--- config.mk ---
export PLATFORM = sky130hd
export DESIGN_NAME = acia_serial_port_core_flat
export DESIGN_NICKNAME = d
export VERILOG_FILES = /design/src/rtl/core/acia_pkg.sv /design/src/rtl/core/acia_if.sv /design/src/rtl/core/acia_rx_queue.sv /design/src/rtl/core/acia_serial_port_core.sv /design/src/flat_wrapper.sv
export SDC_FILE = /design/constraint.sdc
export NUM_CORES = 1
export LEC_CHECK = 0
export ABC_AREA = 1
export BUFFER_PORTS_ARGS = -buffer_cell sky130_fd_sc_hd__buf_2
export CAP_MARGIN = 20
export CORE_AREA = 2 2 324 326
export DETAILED_ROUTE_END_ITERATION = 8
export DIE_AREA = 0 0 326 328
export MAX_ROUTING_LAYER = met4
export SLEW_MARGIN = 20
export SYNTH_ARGS = -nofsm -noshare
export SYNTH_HDL_FRONTEND = slang
export SYNTH_SLANG_ARGS = --single-unit
--- constraint.sdc ---
create_clock -name clk -period 6.9 [get_ports clk]
set_clock_uncertainty 0.2 [all_clocks]
set_input_delay 0.69 -clock clk [delete_from_list [all_inputs] [get_ports clk]]
set_output_delay 0.69 -clock clk [all_outputs]
set_load 0.01 [all_outputs]
--- src/rtl/core/acia_pkg.sv ---
// Shared types and constants for the ACIA serial port core.
package acia_pkg;

  localparam int RX_DEPTH_DEF = 64;
  localparam int TX_DEPTH_DEF = 4;

  localparam int DATA_W = 8;
  localparam int RX_W = DATA_W + 1;
  localparam int RX_MARK_BIT = DATA_W;

  localparam logic [1:0] CTRL_TX_IRQ_MODE = 2'b01;
  localparam logic [1:0] CTRL_RTS_MODE = 2'b10;
  localparam int CTRL_MODE_LO = 5;
  localparam int CTRL_RX_IRQ_BIT = 7;

  localparam int STAT_RDRF_BIT = 0;
  localparam int STAT_TDRE_BIT = 1;
  localparam int STAT_DCD_BIT = 2;
  localparam int STAT_CTS_BIT = 3;
  localparam int STAT_IRQ_BIT = 7;

  typedef enum logic [2:0] {
    OP_BUS_WRITE,
    OP_BUS_READ,
    OP_RX_BYTE,
    OP_DCD,
    OP_CTS,
    OP_RX_CLEAR,
    OP_RX_TICK,
    OP_TX_TICK
  } op_t;

  typedef struct packed {
    logic push;
    logic pop;
    logic clear;
  } rxq_ctl_t;

  typedef struct packed {
    logic empty;
    logic full;
  } rxq_stat_t;

endpackage

--- src/rtl/core/acia_if.sv ---
// Valid/ready channels for ACIA event words and result words.
interface acia_item_if;
  logic       valid;
  logic       ready;
  logic [2:0] op;
  logic       reg_select;
  logic [7:0] data;
  logic       level;

  modport source (output valid, output op, output reg_select, output data, output level,
                  input ready);
  modport sink (input valid, input op, input reg_select, input data, input level,
                output ready);
endinterface

interface acia_result_if;
  logic       valid;
  logic       ready;
  logic [7:0] read_data;
  logic       irq;
  logic       rts;
  logic       tx_valid;
  logic [7:0] tx_data;

  modport source (output valid, output read_data, output irq, output rts, output tx_valid,
                  output tx_data, input ready);
  modport sink (input valid, input read_data, input irq, input rts, input tx_valid,
                input tx_data, output ready);
endinterface

--- src/rtl/core/acia_rx_queue.sv ---
// Receive queue: memory with registered read of the head entry and write bypass.
module acia_rx_queue import acia_pkg::*; #(
  parameter int RX_DEPTH = RX_DEPTH_DEF
) (
  input  logic            clk,
  input  logic            rst,
  input  rxq_ctl_t        ctl,
  input  logic [RX_W-1:0] wdata,
  output rxq_stat_t       stat,
  output logic [RX_W-1:0] head_data
);

  localparam int AW = $clog2(RX_DEPTH);
  localparam int CW = $clog2(RX_DEPTH + 1);
  localparam int SW = CW + 1;

  logic [RX_W-1:0] mem [RX_DEPTH];
  logic [RX_W-1:0] rd_q;
  logic [RX_W-1:0] byp_data;
  logic            byp;
  logic [AW-1:0]   head;
  logic [AW-1:0]   head_next;
  logic [AW-1:0]   tail;
  logic [CW-1:0]   count;
  logic [CW-1:0]   count_next;
  logic [SW-1:0]   tail_sum;
  logic            wr_en;

  assign stat.full = (count == CW'(RX_DEPTH));
  assign stat.empty = (count == '0);
  assign tail_sum = SW'(head) + SW'(count);
  assign tail = (tail_sum >= SW'(RX_DEPTH)) ? AW'(tail_sum - SW'(RX_DEPTH)) : AW'(tail_sum);
  assign wr_en = ctl.push && !stat.full;
  assign head_data = byp ? byp_data : rd_q;

  always_comb begin
    head_next = head;
    count_next = count;
    priority if (ctl.clear) begin
      head_next = '0;
      count_next = '0;
    end else if (wr_en) begin
      count_next = count + 1'b1;
    end else if (ctl.pop && !stat.empty) begin
      head_next = (head == AW'(RX_DEPTH - 1)) ? '0 : head + 1'b1;
      count_next = count - 1'b1;
    end
  end

  always_ff @(posedge clk) begin
    if (wr_en) begin
      mem[tail] <= wdata;
    end
    rd_q <= mem[head_next];
    byp_data <= wdata;
  end

  always_ff @(posedge clk) begin
    if (rst) begin
      head <= '0;
      count <= '0;
      byp <= 1'b0;
    end else begin
      head <= head_next;
      count <= count_next;
      byp <= wr_en && (tail == head_next);
    end
  end

endmodule

--- src/rtl/core/acia_serial_port_core.sv ---
// ACIA serial port core: bus registers, transmit queue and receive queue.
// One event word is taken per clock unless the output stalls, and each gives exactly
// one result word; an event is registered on entry, processed combinationally and its
// result held in an output register, so back-to-back events run at one word per
// cycle when rsp.ready holds high. The receive queue is a RX_DEPTH-entry memory whose
// head entry is read ahead into a register; the transmit queue is TX_DEPTH registers.
module acia_serial_port_core import acia_pkg::*; #(
  parameter int RX_DEPTH = RX_DEPTH_DEF,
  parameter int TX_DEPTH = TX_DEPTH_DEF
) (
  input logic          clk,
  input logic          rst,
  acia_item_if.sink    req,
  acia_result_if.source rsp
);

  localparam int TX_AW = (TX_DEPTH > 1) ? $clog2(TX_DEPTH) : 1;
  localparam int TX_CW = $clog2(TX_DEPTH + 1);
  localparam int TX_SW = TX_CW + 1;

  logic              s1_valid;
  op_t               s1_op;
  logic              s1_sel;
  logic [DATA_W-1:0] s1_data;
  logic              s1_level;
  logic              advance;
  logic              fire;

  logic [7:0]        ctrl;
  logic [7:0]        ctrl_next;
  logic              rdrf, rdrf_next;
  logic              tdre, tdre_next;
  logic              dcd, dcd_next;
  logic              cts, cts_next;
  logic [DATA_W-1:0] holding, holding_next;
  logic              irq_cur, irq_next;

  logic [DATA_W-1:0] tx_mem [TX_DEPTH];
  logic [TX_AW-1:0]  tx_head, tx_head_next, tx_tail;
  logic [TX_CW-1:0]  tx_count, tx_count_next;
  logic [TX_SW-1:0]  tx_sum;
  logic              tx_push;

  rxq_ctl_t          rxq_ctl;
  rxq_stat_t         rxq_stat;
  logic [RX_W-1:0]   rxq_wdata;
  logic [RX_W-1:0]   rxq_head;

  logic [DATA_W-1:0] rd_next;
  logic              txv_next;
  logic [DATA_W-1:0] txd_next;
  logic [DATA_W-1:0] status;

  logic              out_valid;
  logic [DATA_W-1:0] out_read_data;
  logic              out_irq;
  logic              out_rts;
  logic              out_tx_valid;
  logic [DATA_W-1:0] out_tx_data;

  assign advance = !out_valid || rsp.ready;
  assign fire = s1_valid && advance;
  assign req.ready = !s1_valid || advance;

  assign rsp.valid = out_valid;
  assign rsp.read_data = out_read_data;
  assign rsp.irq = out_irq;
  assign rsp.rts = out_rts;
  assign rsp.tx_valid = out_tx_valid;
  assign rsp.tx_data = out_tx_data;

  assign tx_sum = TX_SW'(tx_head) + TX_SW'(tx_count);
  assign tx_tail = (tx_sum >= TX_SW'(TX_DEPTH)) ? TX_AW'(tx_sum - TX_SW'(TX_DEPTH))
                                                : TX_AW'(tx_sum);

  assign irq_cur = ((ctrl[CTRL_MODE_LO +: 2] == CTRL_TX_IRQ_MODE) && tdre && !cts) ||
                   (ctrl[CTRL_RX_IRQ_BIT] && rdrf);
  assign irq_next = ((ctrl_next[CTRL_MODE_LO +: 2] == CTRL_TX_IRQ_MODE) && tdre_next &&
                     !cts_next) || (ctrl_next[CTRL_RX_IRQ_BIT] && rdrf_next);

  always_comb begin
    status = '0;
    status[STAT_RDRF_BIT] = rdrf;
    status[STAT_TDRE_BIT] = tdre;
    status[STAT_DCD_BIT] = dcd;
    status[STAT_CTS_BIT] = cts;
    status[STAT_IRQ_BIT] = irq_cur;
  end

  always_comb begin
    ctrl_next = ctrl;
    rdrf_next = rdrf;
    tdre_next = tdre;
    dcd_next = dcd;
    cts_next = cts;
    holding_next = holding;
    tx_head_next = tx_head;
    tx_count_next = tx_count;
    tx_push = 1'b0;
    rxq_ctl = '0;
    rxq_wdata = {1'b0, s1_data};
    rd_next = '0;
    txv_next = 1'b0;
    txd_next = '0;
    if (fire) begin
      unique case (s1_op)
        OP_BUS_WRITE: begin
          if (s1_sel) begin
            if (tdre && (tx_count < TX_CW'(TX_DEPTH))) begin
              tx_push = 1'b1;
              tx_count_next = tx_count + 1'b1;
              if (tx_count_next == TX_CW'(TX_DEPTH)) begin
                tdre_next = 1'b0;
              end
            end
          end else begin
            ctrl_next = s1_data;
          end
        end
        OP_BUS_READ: begin
          if (s1_sel) begin
            rdrf_next = 1'b0;
            rd_next = holding;
          end else begin
            rd_next = status;
          end
        end
        OP_RX_BYTE: begin
          rxq_ctl.push = 1'b1;
        end
        OP_DCD: begin
          rxq_ctl.push = s1_level;
          rxq_wdata = '0;
          rxq_wdata[RX_MARK_BIT] = 1'b1;
        end
        OP_CTS: begin
          cts_next = s1_level;
        end
        OP_RX_CLEAR: begin
          rxq_ctl.clear = 1'b1;
        end
        OP_RX_TICK: begin
          if (!rdrf && !rxq_stat.empty) begin
            rxq_ctl.pop = 1'b1;
            if (rxq_head[RX_MARK_BIT]) begin
              dcd_next = 1'b1;
            end else begin
              holding_next = rxq_head[DATA_W-1:0];
              dcd_next = 1'b0;
              rdrf_next = 1'b1;
            end
          end
        end
        OP_TX_TICK: begin
          if (!cts && (tx_count != '0)) begin
            txv_next = 1'b1;
            txd_next = tx_mem[tx_head];
            tx_head_next = (tx_head == TX_AW'(TX_DEPTH - 1)) ? '0 : tx_head + 1'b1;
            tx_count_next = tx_count - 1'b1;
            tdre_next = 1'b1;
          end
        end
        default: begin
        end
      endcase
    end
  end

  acia_rx_queue #(
    .RX_DEPTH(RX_DEPTH)
  ) u_rx_queue (
    .clk       (clk),
    .rst       (rst),
    .ctl       (rxq_ctl),
    .wdata     (rxq_wdata),
    .stat      (rxq_stat),
    .head_data (rxq_head)
  );

  always_ff @(posedge clk) begin
    if (req.valid && req.ready) begin
      s1_op <= op_t'(req.op);
      s1_sel <= req.reg_select;
      s1_data <= req.data;
      s1_level <= req.level;
    end
    if (tx_push) begin
      tx_mem[tx_tail] <= s1_data;
    end
    if (fire) begin
      out_read_data <= rd_next;
      out_irq <= irq_next;
      out_rts <= (ctrl_next[CTRL_MODE_LO +: 2] == CTRL_RTS_MODE);
      out_tx_valid <= txv_next;
      out_tx_data <= txd_next;
    end
  end

  always_ff @(posedge clk) begin
    if (rst) begin
      s1_valid <= 1'b0;
      out_valid <= 1'b0;
      ctrl <= '0;
      rdrf <= 1'b0;
      tdre <= 1'b1;
      dcd <= 1'b0;
      cts <= 1'b0;
      holding <= '0;
      tx_head <= '0;
      tx_count <= '0;
    end else begin
      if (req.ready) begin
        s1_valid <= req.valid;
      end
      if (advance) begin
        out_valid <= s1_valid;
      end
      ctrl <= ctrl_next;
      rdrf <= rdrf_next;
      tdre <= tdre_next;
      dcd <= dcd_next;
      cts <= cts_next;
      holding <= holding_next;
      tx_head <= tx_head_next;
      tx_count <= tx_count_next;
    end
  end

`ifndef NO_ASSERTIONS
  a_tx_count_bound: assert property (@(posedge clk) disable iff (rst)
    tx_count <= TX_CW'(TX_DEPTH))
    else $error("transmit count beyond depth");

  a_tdre_full: assert property (@(posedge clk) disable iff (rst)
    !tdre |-> (tx_count == TX_CW'(TX_DEPTH)))
    else $error("TDRE clear with room in transmit queue");

  a_rx_pop_ok: assert property (@(posedge clk) disable iff (rst)
    rxq_ctl.pop |-> (!rdrf && !rxq_stat.empty))
    else $error("receive pop with RDRF set or empty queue");

  a_out_hold: assert property (@(posedge clk) disable iff (rst)
    (out_valid && !rsp.ready) |=> (out_valid && $stable(ctrl) && $stable(tx_count)))
    else $error("state advanced while result stalled");
`endif

endmodule

--- src/flat_wrapper.sv ---
// flat-port wrapper written by rule: the top's interface ports become plain ports
module acia_serial_port_core_flat import acia_pkg::*;
#(
  parameter int RX_DEPTH = RX_DEPTH_DEF,
  parameter int TX_DEPTH = TX_DEPTH_DEF
)
  (clk, rst, req_valid, req_op, req_reg_select, req_data, req_level, req_ready, rsp_valid, rsp_read_data, rsp_irq, rsp_rts, rsp_tx_valid, rsp_tx_data, rsp_ready);
  acia_item_if req_i ();
  acia_result_if rsp_i ();
  input logic clk;
  input logic rst;
  input wire logic [$bits(req_i.valid)-1:0] req_valid;
  input wire logic [$bits(req_i.op)-1:0] req_op;
  input wire logic [$bits(req_i.reg_select)-1:0] req_reg_select;
  input wire logic [$bits(req_i.data)-1:0] req_data;
  input wire logic [$bits(req_i.level)-1:0] req_level;
  output wire logic [$bits(req_i.ready)-1:0] req_ready;
  output wire logic [$bits(rsp_i.valid)-1:0] rsp_valid;
  output wire logic [$bits(rsp_i.read_data)-1:0] rsp_read_data;
  output wire logic [$bits(rsp_i.irq)-1:0] rsp_irq;
  output wire logic [$bits(rsp_i.rts)-1:0] rsp_rts;
  output wire logic [$bits(rsp_i.tx_valid)-1:0] rsp_tx_valid;
  output wire logic [$bits(rsp_i.tx_data)-1:0] rsp_tx_data;
  input wire logic [$bits(rsp_i.ready)-1:0] rsp_ready;
  assign req_i.valid = req_valid;
  assign req_i.op = req_op;
  assign req_i.reg_select = req_reg_select;
  assign req_i.data = req_data;
  assign req_i.level = req_level;
  assign req_ready = req_i.ready;
  assign rsp_valid = rsp_i.valid;
  assign rsp_read_data = rsp_i.read_data;
  assign rsp_irq = rsp_i.irq;
  assign rsp_rts = rsp_i.rts;
  assign rsp_tx_valid = rsp_i.tx_valid;
  assign rsp_tx_data = rsp_i.tx_data;
  assign rsp_i.ready = rsp_ready;
  acia_serial_port_core #(.RX_DEPTH(RX_DEPTH), .TX_DEPTH(TX_DEPTH)) u_core (.clk(clk), .rst(rst), .req(req_i), .rsp(rsp_i));
endmodule
==> results of run 1 <==
-- through the flow --
| step | power (µW) | hold WS, ps | cell area, µm² |
|---|---|---|---|
| final | 8960 | 46.2 | 34600 |
| after detailed placement | 5080 | 285 | 32200 |
| after global placement | 5080 | 279 | 32200 |
| after global routing | 9220 | 12.6 | 34600 |
| after floorplan | 4940 | 259 | 30700 |
| after CTS | 9020 | 10.6 | 34600 |
-- flip-flops by register name, summed over array words and instances, names as in the netlist, 6 cells and up --
register	cells
u_core.u_rx_queue.mem	576
u_core.tx_mem	32
u_core.u_rx_queue.byp_data	9
u_core.u_rx_queue.rd_q	9
u_core.holding	8
u_core.rsp.read_data	8
u_core.rsp.tx_data	8
u_core.s1_data	8
u_core.u_rx_queue.count	7
u_core.u_rx_queue.head	6
-- worst min path at each step --
stage	start	to	slack, ps	cells past startpoint
final	req_data[6]	u_core.s1_data[6]	50	1
after global routing	req_data[0]	u_core.s1_data[0]	10	1
after CTS	req_data[1]	u_core.s1_data[1]	10	1
after detailed placement	u_core.tx_count[2]	u_core.tx_count[2]	280	2
after global placement	u_core.u_rx_queue.count[6]	u_core.u_rx_queue.count[6]	280	2
after floorplan	u_core.u_rx_queue.count[6]	u_core.u_rx_queue.count[6]	260	2
-- cells in the final DEF (no fill, tap or decap), types with 5 or more instances in the layout --
cell type   instances
clkinv_1           12
o211ai_2            7
edfxtp_1          640
xor2_1             12
clkbuf_16          75
inv_1             478
a21oi_1            48
clkinvlp_4          5
buf_4              26
bufinv_16           7
nor2_4             11
dfxtp_1            54
clkinv_2           14
nor2_1            158
clkbuf_1           14
nand2_1           600
o21ai_0            48
xnor2_1             5
inv_2               5
ha_1               17
buf_2              37
nand4_1           202
nand3_1           481
-- area by class of cell --
cell class	count	area share
clock inverter	40	0.0127
sequential	694	0.587
multi-input combinational	1619	0.228
timing repair buffer	66	0.0127
clock buffer	93	0.0570
tap	1380	0.0499
inverter	487	0.0530
-- logic make-up (layout without fill, tap and decap cells) --
logic type	after synthesis	after routing
AO/OA/AOI/OAI	118	118
XOR/XNOR	17	17
flip-flops	694	694
adder cells (fa/ha/maj)	19	19
AND/OR/NAND/NOR	1465	1465
buffers and inverters	661	686
-- per-layer routing --
layer	global-route usage	routed length [µm]	vias to the layer above
met3	0.0321	6840	139
met4	0.0388	1670	0
li1	-	-	9994
met1	0.210	36000	10300
met5	-	0	-
met2	0.237	37200	909
-- worst reg2reg max path: stages, from the launching register on --
cell      delay [ps]
dfxtp_1          470
ha_1             220
nand3_1          110
o21bai_1         270
nand3_4          680
nand3_4          420
buf_4            460
buf_4            750
nand2_1          170
nand3_1          110
nand3_1          120
nand3_1          130
nand3_1          120
nand3_1          230
nand2_1          100
-- power breakdown --
| part | internal [µW] | switching [µW] |
|---|---|---|
| sequential | 4620 | 24.1 |
| clock | 2300 | 1670 |
| combinational | 83.2 | 271 |
==> reports/results.ini, run 1 <==
[drt]
ant_nets = 0
wl_per_cell_um = 18.7
vias = 21300
finalWirelength_um = 81800
via_per_inst = 4.87
first_iter_violations = 2660
drcViolationCount = 0
dr.pass1.iters = 6

[worst_setup_path]
cp_num_cells = 14
r2r-end = u_core.u_rx_queue.rd_q[8]
r2r_cells = 14
cp_max_fo = 74
ff2ff_setup_slack_ps = 2220
cp-startpoint = u_core.u_rx_queue.head[1]
r2r_start = u_core.u_rx_queue.head[1]
cp_common_cell = nand3_1
startpoint_type = flip-flop
path_class = flip-flop to flip-flop
worstPathCellList = ha_1, nand3_1, o21bai_1, nand3_4, nand3_4, buf_4, buf_4, nand2_1, nand3_1, nand3_1, nand3_1, nand3_1, nand3_1, nand2_1
cp.required_ps = 7210
cp-endpoint = u_core.u_rx_queue.rd_q[8]
cp_slowest_cell = buf_4
endpoint_kind = flip-flop
path_buf_inv = 2
cp_top_family = simple AND/OR/NAND/NOR gates
worstPathArrival_ps = 4990
cpPeakStageDelay_ps = 720

[placement]
dp_slack_ps = 2040
io_buffers = 37
place.gp.congestion = 0.871
hpwl_um = 44900
dpl.cell_count = 4246

[logic_synthesis]
synth_xor_xnor_area_share = 0.00484
syn_inst = 2974
synth_top_area_cell = edfxtp_1
synth_common_cells = 640 x edfxtp_1, 600 x nand2_1, 483 x nand3_1
yosysUniqueCellTypes = 36
synth_area_leaders = edfxtp_1 63%, nand3_1 7.9%, nand2_1 7.3%
ys_seq_elements = 694
synthesis.area_um2 = 30700
synth_edf_count = 640
synthFlopType = edfxtp_1
synthAdderAreaFrac = 0.00822
synth_nets = 3010
yosysSeqAreaShare = 0.660
synth_top_family_by_area = simple AND/OR/NAND/NOR gates
async_reset_ff_frac = 0
yosysTopAreaCellShare = 0.625
synth-simple-area-share = 0.217
synth.area.mux_share = 0
yosys_warnings = 0
avgSynthCellArea_um2 = 10.3
synth_compound_area_frac = 0.0222
synthMostInstantiatedCell = edfxtp_1

[timing]
setup_viol = 0
hold_viol = 0
finalMaxSlewViolations = 0
fin_tns_setup_ps = 0
max_freq_mhz = 214
grt_setup_unrepaired = no
timing.slew.headroom = 0.242
worst_slew_pin_slew_ps = 1140
setup_ws_ps = 2220
period_needed_ps = 4680
fin_crit_sh = 0.679

[finish]
final_cells = 4379
multi_input_area_um2 = 7870
syn2layout_area_growth_pct = 12.5
fin_util = 0.335
antennaDiodeCount = 0
nFillCells = 10300
layout-drive-gt1-share = 0.0697
register_area_um2 = 20300
nets = 2976

[grt]
grt_pass1_vias = 20200
grt_max_degree = 202
track_usage = 0.155
grt_remaining_overflow = 0
grt_pass1_wl_um = 125000
antenna_found_initial = 0

[floorplan]
die_x_um = 326
core_area_um2 = 103000
top_level_ports = 38
die-area_um2 = 107000
die_h_um = 328
initial_core_util = 0.298
row_count = 118

[cts]
clock_latency_ps = 630
cts.clk_slew.worst_paths_ps = 60
post_cts_buffers = 0
cts_hold_buf = 0
clockBufferDepth = 3
post_cts_resized = 0
htree_levels = 3
numCtsBuffers = 72
cts_num_sinks = 694
cts_tree = done
cts_root_buffer = clkbuf_16

[pwr]
power_leakage_uw = 0.0137
ir_drop_v = 0.000170
power_density_nw_per_um2 = 259

[run_status]
status = complete, no violations

[worst_hold_path]
hold_path_class = primary input to flip-flop

[run]
maxCapViolCount = 0

(Power assumes the default switching activity.)
==> inputs of run 2 (changes only) <==
Clock period 6.9 ns to 3.97 ns, I/O delays scaled along.
==> run 2 against run 1 <==
Wire length barely moved. Clock power rose by 65%. Combinational power rose by 85%. Via count rose by 1.7%. First-iteration DRC count fell by 8.4%. Sequential power rose by 74%. Largest power group unchanged.
==> reports/results.ini, run 2 (synthesis gave the netlist of run 1 again) <==
[run_status]
status = complete, no violations

[timing]
fin_tns_setup_ps = 0
timing.slew.headroom = 0.320
grt_setup_unrepaired = no
worst_slew_pin_slew_ps = 1020
fin_crit_sh = 0.889
period_needed_ps = 3530
setup_viol = 0
max_freq_mhz = 283
hold_slack_ps = 296
finalMaxSlewViolations = 0
hold_viol = 0

[finish]
multi_input_area_um2 = 7870
register_area_um2 = 20300
layout-drive-gt1-share = 0.0920
largest-register = u_core.u_rx_queue.mem
nFillCells = 10200
syn2layout_area_growth_pct = 15.1
antennaDiodeCount = 0
fin_area_um2 = 35400
largest_reg_flops = 576
reg_top3 = u_core.u_rx_queue.mem: 576 flops, u_core.tx_mem: 32 flops
most-common-layout-cells = 640 x edfxtp_1, 600 x nand2_1, 481 x nand3_1
nets = 3086
final_common_cell = edfxtp_1

[worst_setup_path]
r2r_start = u_core.u_rx_queue.count[1]
endpoint_kind = flip-flop
r2r-end = u_core.u_rx_queue.rd_q[2]
cpPeakStageDelay_ps = 720
ff2ff_setup_slack_ps = 440
cp-startpoint = u_core.u_rx_queue.count[1]
r2r_cells = 17
cp_slowest_cell = inv_2
path_buf_inv = 3
cp_common_cell = nand2_1
cp_num_cells = 17
worstPathArrival_ps = 3890
cp.required_ps = 4330
cp_top_family = simple AND/OR/NAND/NOR gates
worstPathCellList = inv_1, nand2_1, nor2_1, nand2_1, nand2_4, nand2_8, nand3_4, inv_2, buf_4, nand2_1, nand2_1, nand2_1, nand3_1, nand3_1, nand3_1, nand3_1, nand2_1
startpoint_type = flip-flop
cp_max_fo = 46
path_class = flip-flop to flip-flop

[grt]
grt_pass1_vias = 20800
antenna_found_initial = 0
grt_pass1_wl_um = 125000
grt_remaining_overflow = 0
track_usage = 0.155
grt_max_degree = 105

[cts]
post_cts_buffers = 0
cts_tree = done
clockBufferDepth = 3
numCtsBuffers = 74
clock_latency_ps = 630
cts.clk_slew.worst_paths_ps = 60
cts_root_buffer = clkbuf_16
post_cts_resized = 0
cts_num_sinks = 694
cts_hold_buf = 18
htree_levels = 3

[drt]
via_per_inst = 4.83
finalWirelength_um = 81700
dr.pass1.iters = 7
ant_nets = 0
drcViolationCount = 0
vias = 21700
wl_per_cell_um = 18.2
first_iter_violations = 2437

[floorplan]
die-area_um2 = 107000
initial_core_util = 0.298
row_count = 118
top_level_ports = 38
core_area_um2 = 103000
die_x_um = 326
die_h_um = 328

[pwr]
power_density_nw_per_um2 = 431
power_leakage_uw = 0.0143
ir_drop_v = 0.000308

[placement]
io_buffers = 37
placed_area_um2 = 33000
place.gp.congestion = 0.856
hpwl_um = 46000

[worst_hold_path]
hold_start = u_core.tx_count[2]
hold_path_end = u_core.tx_count[2]
holdPathStages = 2
hold_path_class = flip-flop to flip-flop

[run]
maxCapViolCount = 0

## run 2: layer usage
metal	GRT usage	wire, µm
met1	0.214	36700
met2	0.233	37000
met3	0.0271	6150
met4	0.0447	1860
met5	-	0
## run 2: worst max-delay path by stage
| stage | to | slack, ps |
|---|---|---|
| finish | u_core.u_rx_queue.rd_q[2] | 440 |
| global route | u_core.u_rx_queue.rd_q[2] | 160 |
| CTS | u_core.u_rx_queue.rd_q[2] | 460 |
| detailed placement | u_core.u_rx_queue.rd_q[2] | 470 |
| global placement | u_core.u_rx_queue.rd_q[2] | 500 |
| floorplan | u_core.u_rx_queue.mem[0][0] | 350 |
## run 2: tightest hold or removal path, cell delays in order, from the launching register on
cell and delay (ps):
dfxtp_1 330, nand2_1 70, a21oi_1 50
## run 2: final cells by class
type,count,share of cell area
flip-flops and latches,694,0.574
multi-input cells,1619,0.222
clock buffers,98,0.0570
well taps,1380,0.0488
inverters,487,0.0517
repair buffers,174,0.0398
clock inverters,36,0.00651
## run 2: power by group
group	total [µW]	internal (µW)	switching, µW
Sequential	8060	8030	33.0
Clock	6530	3660	2870
Combinational	654	167	486
## run 2: through the flow
stage                     total power [µW]  instances  utilization  worst slack, ps
after floorplan                       8590       2974            -              350
after global placement                8840       4336        0.319              504
after detailed placement              8850       4336        0.319              468
after CTS                            15400       4488        0.343              458
after global routing                 15700       4488        0.343              162
final                                15200       4488        0.343              440
